**src/rtl/pdr_pkg.sv**
```systemverilog
package pdr_pkg;

  localparam int DEF_SIGNAL_BINS  = 50;
  localparam int DEF_RATE_CLASSES = 8;

  localparam int ROW_W   = 3;
  localparam int SUM_W   = 18;
  localparam int CNT_W   = 10;
  localparam int SIG_W   = 8;
  localparam int RATIO_W = 16;

  localparam int DVD_W = CNT_W + RATIO_W;
  localparam int DVS_W = CNT_W;

  localparam int PADDR_W = 4;
  localparam int PDATA_W = 32;

  localparam logic [RATIO_W-1:0] RST_BLEND_WEIGHT = 16'd58982;
  localparam logic [RATIO_W-1:0] RST_HIGH_LIMIT   = 16'd62259;
  localparam logic [RATIO_W-1:0] RST_LOW_LIMIT    = 16'd3277;
  localparam logic [SIG_W-1:0]   RST_SIGNAL_OFS   = 8'd0;

  typedef enum logic [1:0] {
    REG_BLEND  = 2'd0,
    REG_HIGH   = 2'd1,
    REG_LOW    = 2'd2,
    REG_OFFSET = 2'd3
  } reg_idx_t;

  typedef enum logic [3:0] {
    ST_CLEAR,
    ST_IDLE,
    ST_AVG,
    ST_RATIO,
    ST_READ,
    ST_BLEND,
    ST_MIX,
    ST_SCAN,
    ST_WRITE,
    ST_QREAD,
    ST_QDATA,
    ST_DONE
  } state_t;

endpackage

```
**src/rtl/pdr_div.sv**
```systemverilog
module pdr_div import pdr_pkg::*; (
  input  logic             clk,
  input  logic             rst,
  input  logic             start,
  input  logic [DVD_W-1:0] dividend,
  input  logic [DVS_W-1:0] divisor,
  output logic             done,
  output logic [DVD_W-1:0] quotient
);

  localparam int STEP_W = $clog2(DVD_W);
  localparam logic [STEP_W-1:0] LAST_STEP = STEP_W'(DVD_W - 1);

  logic              active;
  logic [STEP_W-1:0] step;
  logic [DVS_W-1:0]  rem;
  logic [DVS_W-1:0]  dvs;
  logic [DVD_W-1:0]  quo;

  logic [DVS_W:0]   trial;
  logic             ge;
  logic [DVS_W-1:0] rem_next;
  logic [DVD_W-1:0] quo_next;

  always_comb begin
    trial    = {rem, quo[DVD_W-1]};
    ge       = trial >= {1'b0, dvs};
    rem_next = ge ? DVS_W'(trial - {1'b0, dvs}) : trial[DVS_W-1:0];
    quo_next = {quo[DVD_W-2:0], ge};
  end

  always_ff @(posedge clk) begin
    if (rst) begin
      active <= 1'b0;
      done   <= 1'b0;
    end else begin
      done <= 1'b0;
      if (start) begin
        active <= 1'b1;
        step   <= '0;
        rem    <= '0;
        dvs    <= divisor;
        quo    <= dividend;
      end else if (active) begin
        rem  <= rem_next;
        quo  <= quo_next;
        step <= step + 1'b1;
        if (step == LAST_STEP) begin
          active <= 1'b0;
          done   <= 1'b1;
        end
      end
    end
  end

  assign quotient = quo;

endmodule

```
**config.mk**
```make
export PLATFORM = sky130hd
export DESIGN_NAME = pdr_div
export DESIGN_NICKNAME = d
export VERILOG_FILES = /design/src/rtl/pdr_pkg.sv /design/src/rtl/pdr_div.sv
export SDC_FILE = /design/constraint.sdc
export NUM_CORES = 1
export LEC_CHECK = 0
export ABC_AREA = 1
export BUFFER_PORTS_ARGS = -buffer_cell sky130_fd_sc_hd__buf_2
export CAP_MARGIN = 20
export CORE_AREA = 2 2 83 85
export CTS_CLUSTER_DIAMETER = 40
export CTS_CLUSTER_SIZE = 8
export DETAILED_ROUTE_END_ITERATION = 10
export DIE_AREA = 0 0 85 87
export PLACE_DENSITY = 0.67
export SLEW_MARGIN = 10
export SYNTH_ARGS = -nofsm -noshare
export SYNTH_HDL_FRONTEND = slang
export SYNTH_SLANG_ARGS = --single-unit
```
**constraint.sdc**
```tcl
create_clock -name clk -period 7.5 [get_ports clk]
set_clock_uncertainty 0.1 [all_clocks]
set_input_delay 1.125 -clock clk [delete_from_list [all_inputs] [get_ports clk]]
set_output_delay 1.125 -clock clk [all_outputs]
set_load 0.1 [all_outputs]
```
# Word-level counts from Yosys, hierarchy flattened
# Index checks and enable logic that the tools add are counted.
[word_totals]
ff_bits = 53
inputBits = 39
[op_classes]
addsub = 2
magnitude_cmp = 1
n_eq_ne = 1
muxes = 9
bitwise_logic = 2
reduce_logical = 4
[ops]
columns = ["op", "n"]
rows = [
  ["26-bit 2-to-1 mux", 2],
  ["10-bit 2-to-1 mux", 2],
  ["11-bit by 10-bit >= comparator with 1-bit output", 1],
  ["10-bit subtractor", 1],
  ["5-bit by 1-bit adder with 5-bit output (second input constant)", 1],
  ["5-bit == test (second input constant)", 1],
  ["5-bit 2-to-1 mux", 1],
  ["1-bit 2-to-1 mux", 4],
  ["2-bit AND reduction", 2],
  ["3-bit OR reduction", 1],
  ["1-bit inverter", 2],
  ["2-bit nonzero test", 1],
]

# Depth between registers and ports, before layout
# Gate-level depths: netlist of run 1.
[depth]
word_depth = 4
mapped_depth = 13

# Least setup slack after synthesis of run 1
# Ideal clock, no wire load.
[synth_timing]
path_type = "input to register"
startpoint = "in start"
endpoint = "reg quo[0], in the netlist quotient[0], enable pin"
setup_ps = 455
t_arrival_ps = 3523
required_ps = 6945
slack_ps = 3421
stages = 3
n_path_buf = 1
cell_sequence = "clkbuf_1 -> inv_2 -> a21oi_1"
[synth_via]
elab_chain_len = 2
[synth_lines]
columns = ["item", "line", "rtl"]
rows = [
  ["start, declared", "pdr_div.sv:4", "input logic start,"],
  ["2-bit nonzero test (no source line)", "-", ""],
  ["2-bit AND reduction (no source line)", "-", ""],
  ["end signal, assigned", "pdr_div.sv:43", "quo <= dividend;"],
  ["end signal, assigned", "pdr_div.sv:46", "quo <= quo_next;"],
  ["end, declared", "pdr_div.sv:18", "logic [DVD_W-1:0] quo;"],
]
# Every way passes these cells.
# A chain may end at the register's enable or synchronous reset.

# Worst setup path after layout of run 1
[layout_timing]
startpoint = "in start"
endpoint = "reg quo[1], in the netlist quotient[1], enable pin"
# The elaborated chain is that of the path after synthesis.

==> metrics.yaml, run 1 <==
cts_max_level: 2
drtAntennaViolNets: 0
vias_per_cell: 4.61
grt_pass1_wl_microns: 9290
drv_slew: 0
powerDensity_nw_per_um2: 220
synth_fp_nets: 364
dp_hpwl_microns: 4060
hp-class: "reg -> reg"
place_ws_ns: 4.09
cts_resized: 0
synthTopCellsByCount: "nand2_1, edfxtp_1, inv_1, nor2_1, ha_1"
fin_ws_ns: 4.44
synth-edff-count: 51
slew-limit-headroom: 0.387
leakagePower_uw: 0.00163
synth-xor-area-share: 0.0185
syn_area_sq_um: 2850
clock-sinks: 53
max_stage_delay_ns: 0.46
min_period_ns: 3.06
cts_setup_buffers: 0
cp.required_ns: 7.37
synth_fa_ha_area_frac: 0.0598
rows: 30
gr-total-overflow: 0
synth_top_cell_area_share: 0.538
ys_seq_area_frac: 0.552
numCtsBuffers: 5
ys_ff_latch: 53
initial_core_util: 0.434
worstSetupPathType: "in -> reg"
synth_top_family_by_area: "simple AND/OR/NAND/NOR gates"
io_pins: 66
diodes: 0
drt_iter0_markers: 89
peakVddDrop_mv: 0.146
ys.flop_type: "edfxtp_1"
drcViolationCount: 0
clk_latency_ns: 0.30
path_cells: "buf_2 -> inv_2 -> a21oi_4 -> buf_4"
wl_microns: 5420
grt.total_usage: 0.158
crit_path_max_fanout: 37
dr.pass1.iters: 4
cp-end-kind: "register"
status: "completed"
antenna_found_initial: 0
cp.arrival_ns: 2.92
fin_cells: 458
critPathLaunchType: "input port"
cts_root_buffer: "clkbuf_8"
grt_max_degree: 38
placed_cells: 450
clockBufferDepth: 2
totalPowerFinal_uw: 737
setup_tns_ns: 0
synthMuxAreaShare: 0
synthesis.yosys.warnings: 0
grt_pass1_vias: 2017
synth_compound_area_frac: 0.0193
clk_pin_slew_ns: 0.09
final_hold_viol_count: 0
worstMarginPinSlew_ns: 0.916
syn_to_final_growth_pct: 17.4
slowest_stage: "buf_2"
numPortBuffers: 65
synth_area_per_cell_sq_um: 9.13
timing.final.crit_share: 0.408
yosysMostFrequentCell: "nand2_1"
wl_per_cell_microns: 11.8
nets: 429
drive_above_1_share: 0.243
die_x_microns: 85
synth-simple-area-share: 0.289
maxCapViolCount: 0
async_flop_share: 0
core_sq_um: 6570
finalSetupViolations: 0
gp_congestion: 0.897
cts_tree: "yes"
cts_hold_buf: 0
die_area_sq_um: 7400
yosysTopAreaCell: "edfxtp_1"
fmax_mhz: 327
synthCells: 312
synth.top_cells.by_area: "edfxtp_1, nand2_1, ha_1"
rsz0062_at_grt: "no"
utilization: 0.509
die_h_microns: 87
ys_types: 29
vias: 2110
-- power breakdown --
group / internal, uW / switching (uW) / leakage, uW / total (uW)
registers: 353 / 11.4 / 0.000507 / 364
logic: 59.5 / 155 / 0.00108 / 214
clock network: 66.3 / 92.7 / 0.0000445 / 159
total: 478 / 259 / 0.00163 / 737
-- worst paths after layout --
path                            cells past startpoint           to  slack (ns)    startpoint
worst max-delay path                                4  quotient[1]        4.44         start
worst min register to register                      2         done        0.43        active
worst min-delay path                                2         done        0.43        active
worst max register to register                     12       rem[6]        5.37  quotient[25]
-- through the flow --
step	instance area, sq um	hold WS, ns
4_1_cts	3340	0.430
6_report	3340	0.431
3_5_place_dp	3250	0.417
3_3_place_gp	3250	0.412
5_1_grt	3340	0.466
2_1_floorplan	2850	0.321
-- cell families (layout without fill, tap and decap cells) --
group,Yosys count,after routing
xor+xnor,6,6
compound gates,9,9
simple gates,188,188
fa+ha+maj,13,13
buf+inv,43,109
flops,53,53
-- flip-flops by register name, summed over array words and instances (netlist names) --
register,cells
quotient,26
dvs,10
rem,10
step,5
active,1
done,1
-- placed cells by master (no fill, tap or decap), types with 4 or more instances in the layout --
| cell type | n |
|---|---|
| nor2_1 | 23 |
| nor2_2 | 7 |
| nand2_1 | 128 |
| inv_1 | 33 |
| xor2_1 | 4 |
| nand3b_1 | 9 |
| a21oi_1 | 5 |
| ha_1 | 12 |
| clkbuf_8 | 5 |
| buf_2 | 65 |
| nand3_1 | 10 |
| edfxtp_1 | 51 |
-- worst max-delay path, delay by kind of cell --
family	cells	cell delay (ns)
buffers and inverters	3	1.33
AO/OA/AOI/OAI	1	0.42
-- metal layers --
layer | up-vias | global-route usage | share of wire
li1 | 1128 | - | -
met1 | 926 | 0.218 | 0.50
met2 | 52 | 0.241 | 0.44
met3 | 4 | 0.0445 | 0.054
met4 | 0 | 0.0491 | 0.0079
met5 | - | 0 | 0
-- cell type report --
cell class                      instances  area [sq um]
Fill cell                             621          3220
Sequential cell                        53          1570
Multi-Input combinational cell        216          1110
Timing Repair Buffer                   66           333
Inverter                               35           139
Tap cell                               80           100
Clock buffer                            5          68.8
Clock inverter                          3          21.3
No activity file was read; power rests on OpenSTA's default activity.
==> run 2: changes to the inputs <==
- PLACE_DENSITY: 0.67 -> 0.7
- clock period: 7.5 -> 2.47 ns (I/O delays scaled with it)
==> metrics.yaml, run 2 (synthesized netlist as in run 1, its figures left out) <==
final_cell_mix: "nand2_1, buf_2, edfxtp_1"
peakVddDrop_mv: 0.426  # +190%
core_sq_um: 6570  # unchanged
worstMarginPinSlew_ns: 0.478  # -0.437 ns
p_sw_uw: 796  # +210%
clock-sinks: 53  # unchanged
sw_frac_of_total: 0.353  # +0.00190
placed_area_sq_um: 3280  # +0.92%
hp-class: "in -> reg"
grt_pass1_vias: 2154  # +6.8%
cts_setup_buffers: 0  # unchanged
min_period_ns: 2.11
max_stage_delay_ns: 0.41  # -0.05 ns
numPortBuffers: 65  # unchanged
io_pins: 66  # unchanged
drcViolationCount: 0  # unchanged
leakagePower_uw: 0.00166  # +1.3%
fmax_mhz: 475
clk_pin_slew_ns: 0.10  # about the same
power_frac_comb: 0.292  # about the same
drtAntennaViolNets: 0  # unchanged
p_seq_frac: 0.490  # -0.004
worstSetupPathType: "reg -> reg"
critPathLaunchType: "register"
cts_max_level: 2  # unchanged
timing.final.crit_share: 0.853
fin_cells: 462  # +0.87%
drt_iter0_markers: 106  # +19%
rsz0062_at_grt: "no"
intPower_uw: 1460  # +200%
cts_hold_buf: 0  # unchanged
die_x_microns: 85  # unchanged
final_common_cell: "nand2_1"
final_area_sq_um: 3370  # +0.90%
n_fill_cell: 611  # -1.6%
cp_common_cell: "nand2_1"
clkPwrFrac: 0.218  # +0.002
final_hold_viol_count: 0  # unchanged
slowest_stage: "edfxtp_1"
rows: 30  # unchanged
gp_congestion: 0.866  # -3.5%
gr-total-overflow: 0  # unchanged
dr.pass1.iters: 4  # unchanged
status: "completed"
cp.arrival_ns: 2.08  # -0.84 ns
placed_cells: 454  # +0.89%
finalSetupViolations: 0  # unchanged
powerDensity_nw_per_um2: 668  # +200%
path_cells: "inv_1 -> ha_1 -> inv_1 -> fa_1 -> nand3_1 -> nand2_1 -> nand2_1 -> nand3b_1 -> nand2_1 -> nand2_1 -> nand2_1 -> nor2_1"
wl_microns: 5760  # +6.2%
antenna_found_initial: 0  # unchanged
dp_hpwl_microns: 4310  # +6.1%
drive_above_1_share: 0.249  # +0.00530
diodes: 0  # unchanged
clockBufferDepth: 2  # unchanged
cts_tree: "yes"
cp-end-kind: "register"
wl_per_cell_microns: 12.5  # +5.3%
syn_to_final_growth_pct: 18.5
vias_per_cell: 4.77  # +3.6%
cts_root_buffer: "clkbuf_8"
setup_tns_ns: 0  # unchanged
die_area_sq_um: 7400  # unchanged
cts_resized: 0  # unchanged
grt_max_degree: 36  # -5.3%
vias: 2206  # +4.5%
die_h_microns: 87  # unchanged
cp.required_ns: 2.44  # -4.93 ns
grt.total_usage: 0.167  # +0.00973
grt_pass1_wl_microns: 9770  # +5.2%
largest_reg_flops: 26  # unchanged
crit_path_max_fanout: 3  # -92%
drv_slew: 0  # unchanged
numCtsBuffers: 5  # unchanged
clk_latency_ns: 0.30  # about the same
maxCapViolCount: 0  # unchanged
nets: 433  # +0.93%
initial_core_util: 0.434  # unchanged
slew-limit-headroom: 0.680  # +0.293
## run 2: cell count changes in the layout (fill, tap and decap cells not counted)
cell        before  now
buf_4            1    5
clkinv_1         0    1
clkinv_2         1    0
clkinv_4         0    1
clkinvlp_4       1    0
## run 2: metrics by stage
step                      setup WS, ns  hold slack, ns  total power [uW]  utilization
after global placement           0.404           0.394              1770        0.500
after CTS                        0.361           0.123              2270        0.514
final                            0.364           0.135              2250        0.514
after detailed placement         0.366           0.412              1780        0.500
after global routing             0.204           0.121              2380        0.514
after floorplan                 0.0217           0.348              1650            -
## run 2: final cells by class
class,count,area [sq um],share of cell area
clock inverter,3,21.3,0.00630
timing repair buffer,70,363,0.108
sequential,53,1570,0.466
clock buffer,5,68.8,0.0204
tap,80,100,0.0297
multi-input combinational,216,1110,0.329
inverter,35,139,0.0412
## run 2: layer usage
| layer | wire length [microns] | vias up | global-route usage |
|---|---|---|---|
| met3 | 348 | 5 | 0.0408 |
| met1 | 2550 | 1010 | 0.221 |
| met4 | 56 | 0 | 0.0433 |
| met2 | 2800 | 55 | 0.278 |
| met5 | 0 | - | 0 |
| li1 | - | 1136 | - |
## run 2: final timing paths
check	cells after the start	from	slack [ns]	end
max	12	quotient[25]	0.36	rem[8]
min reg2reg	2	active	0.43	done
max reg2reg	12	quotient[25]	0.36	rem[8]
min	1	divisor[5]	0.14	dvs[5]
## run 2: critical path: cells and delay by family, from the launching register on
family                   cells  cell delay [ns]
buffers and inverters        2             0.16
AND/OR/NAND/NOR              8             0.66
adder cells (fa/ha/maj)      2             0.55
flip-flops                   1             0.41
## run 2: power groups by stage
stage / Sequential, uW / Clock (uW) / Combinational, uW
2_1_floorplan: 1320 / 0 / 331
3_3_place_gp: 1120 / 0 / 651
3_5_place_dp: 1120 / 0 / 661
4_1_cts: 1100 / 507 / 663
5_1_grt: 1110 / 545 / 728
6_report: 1100 / 491 / 659
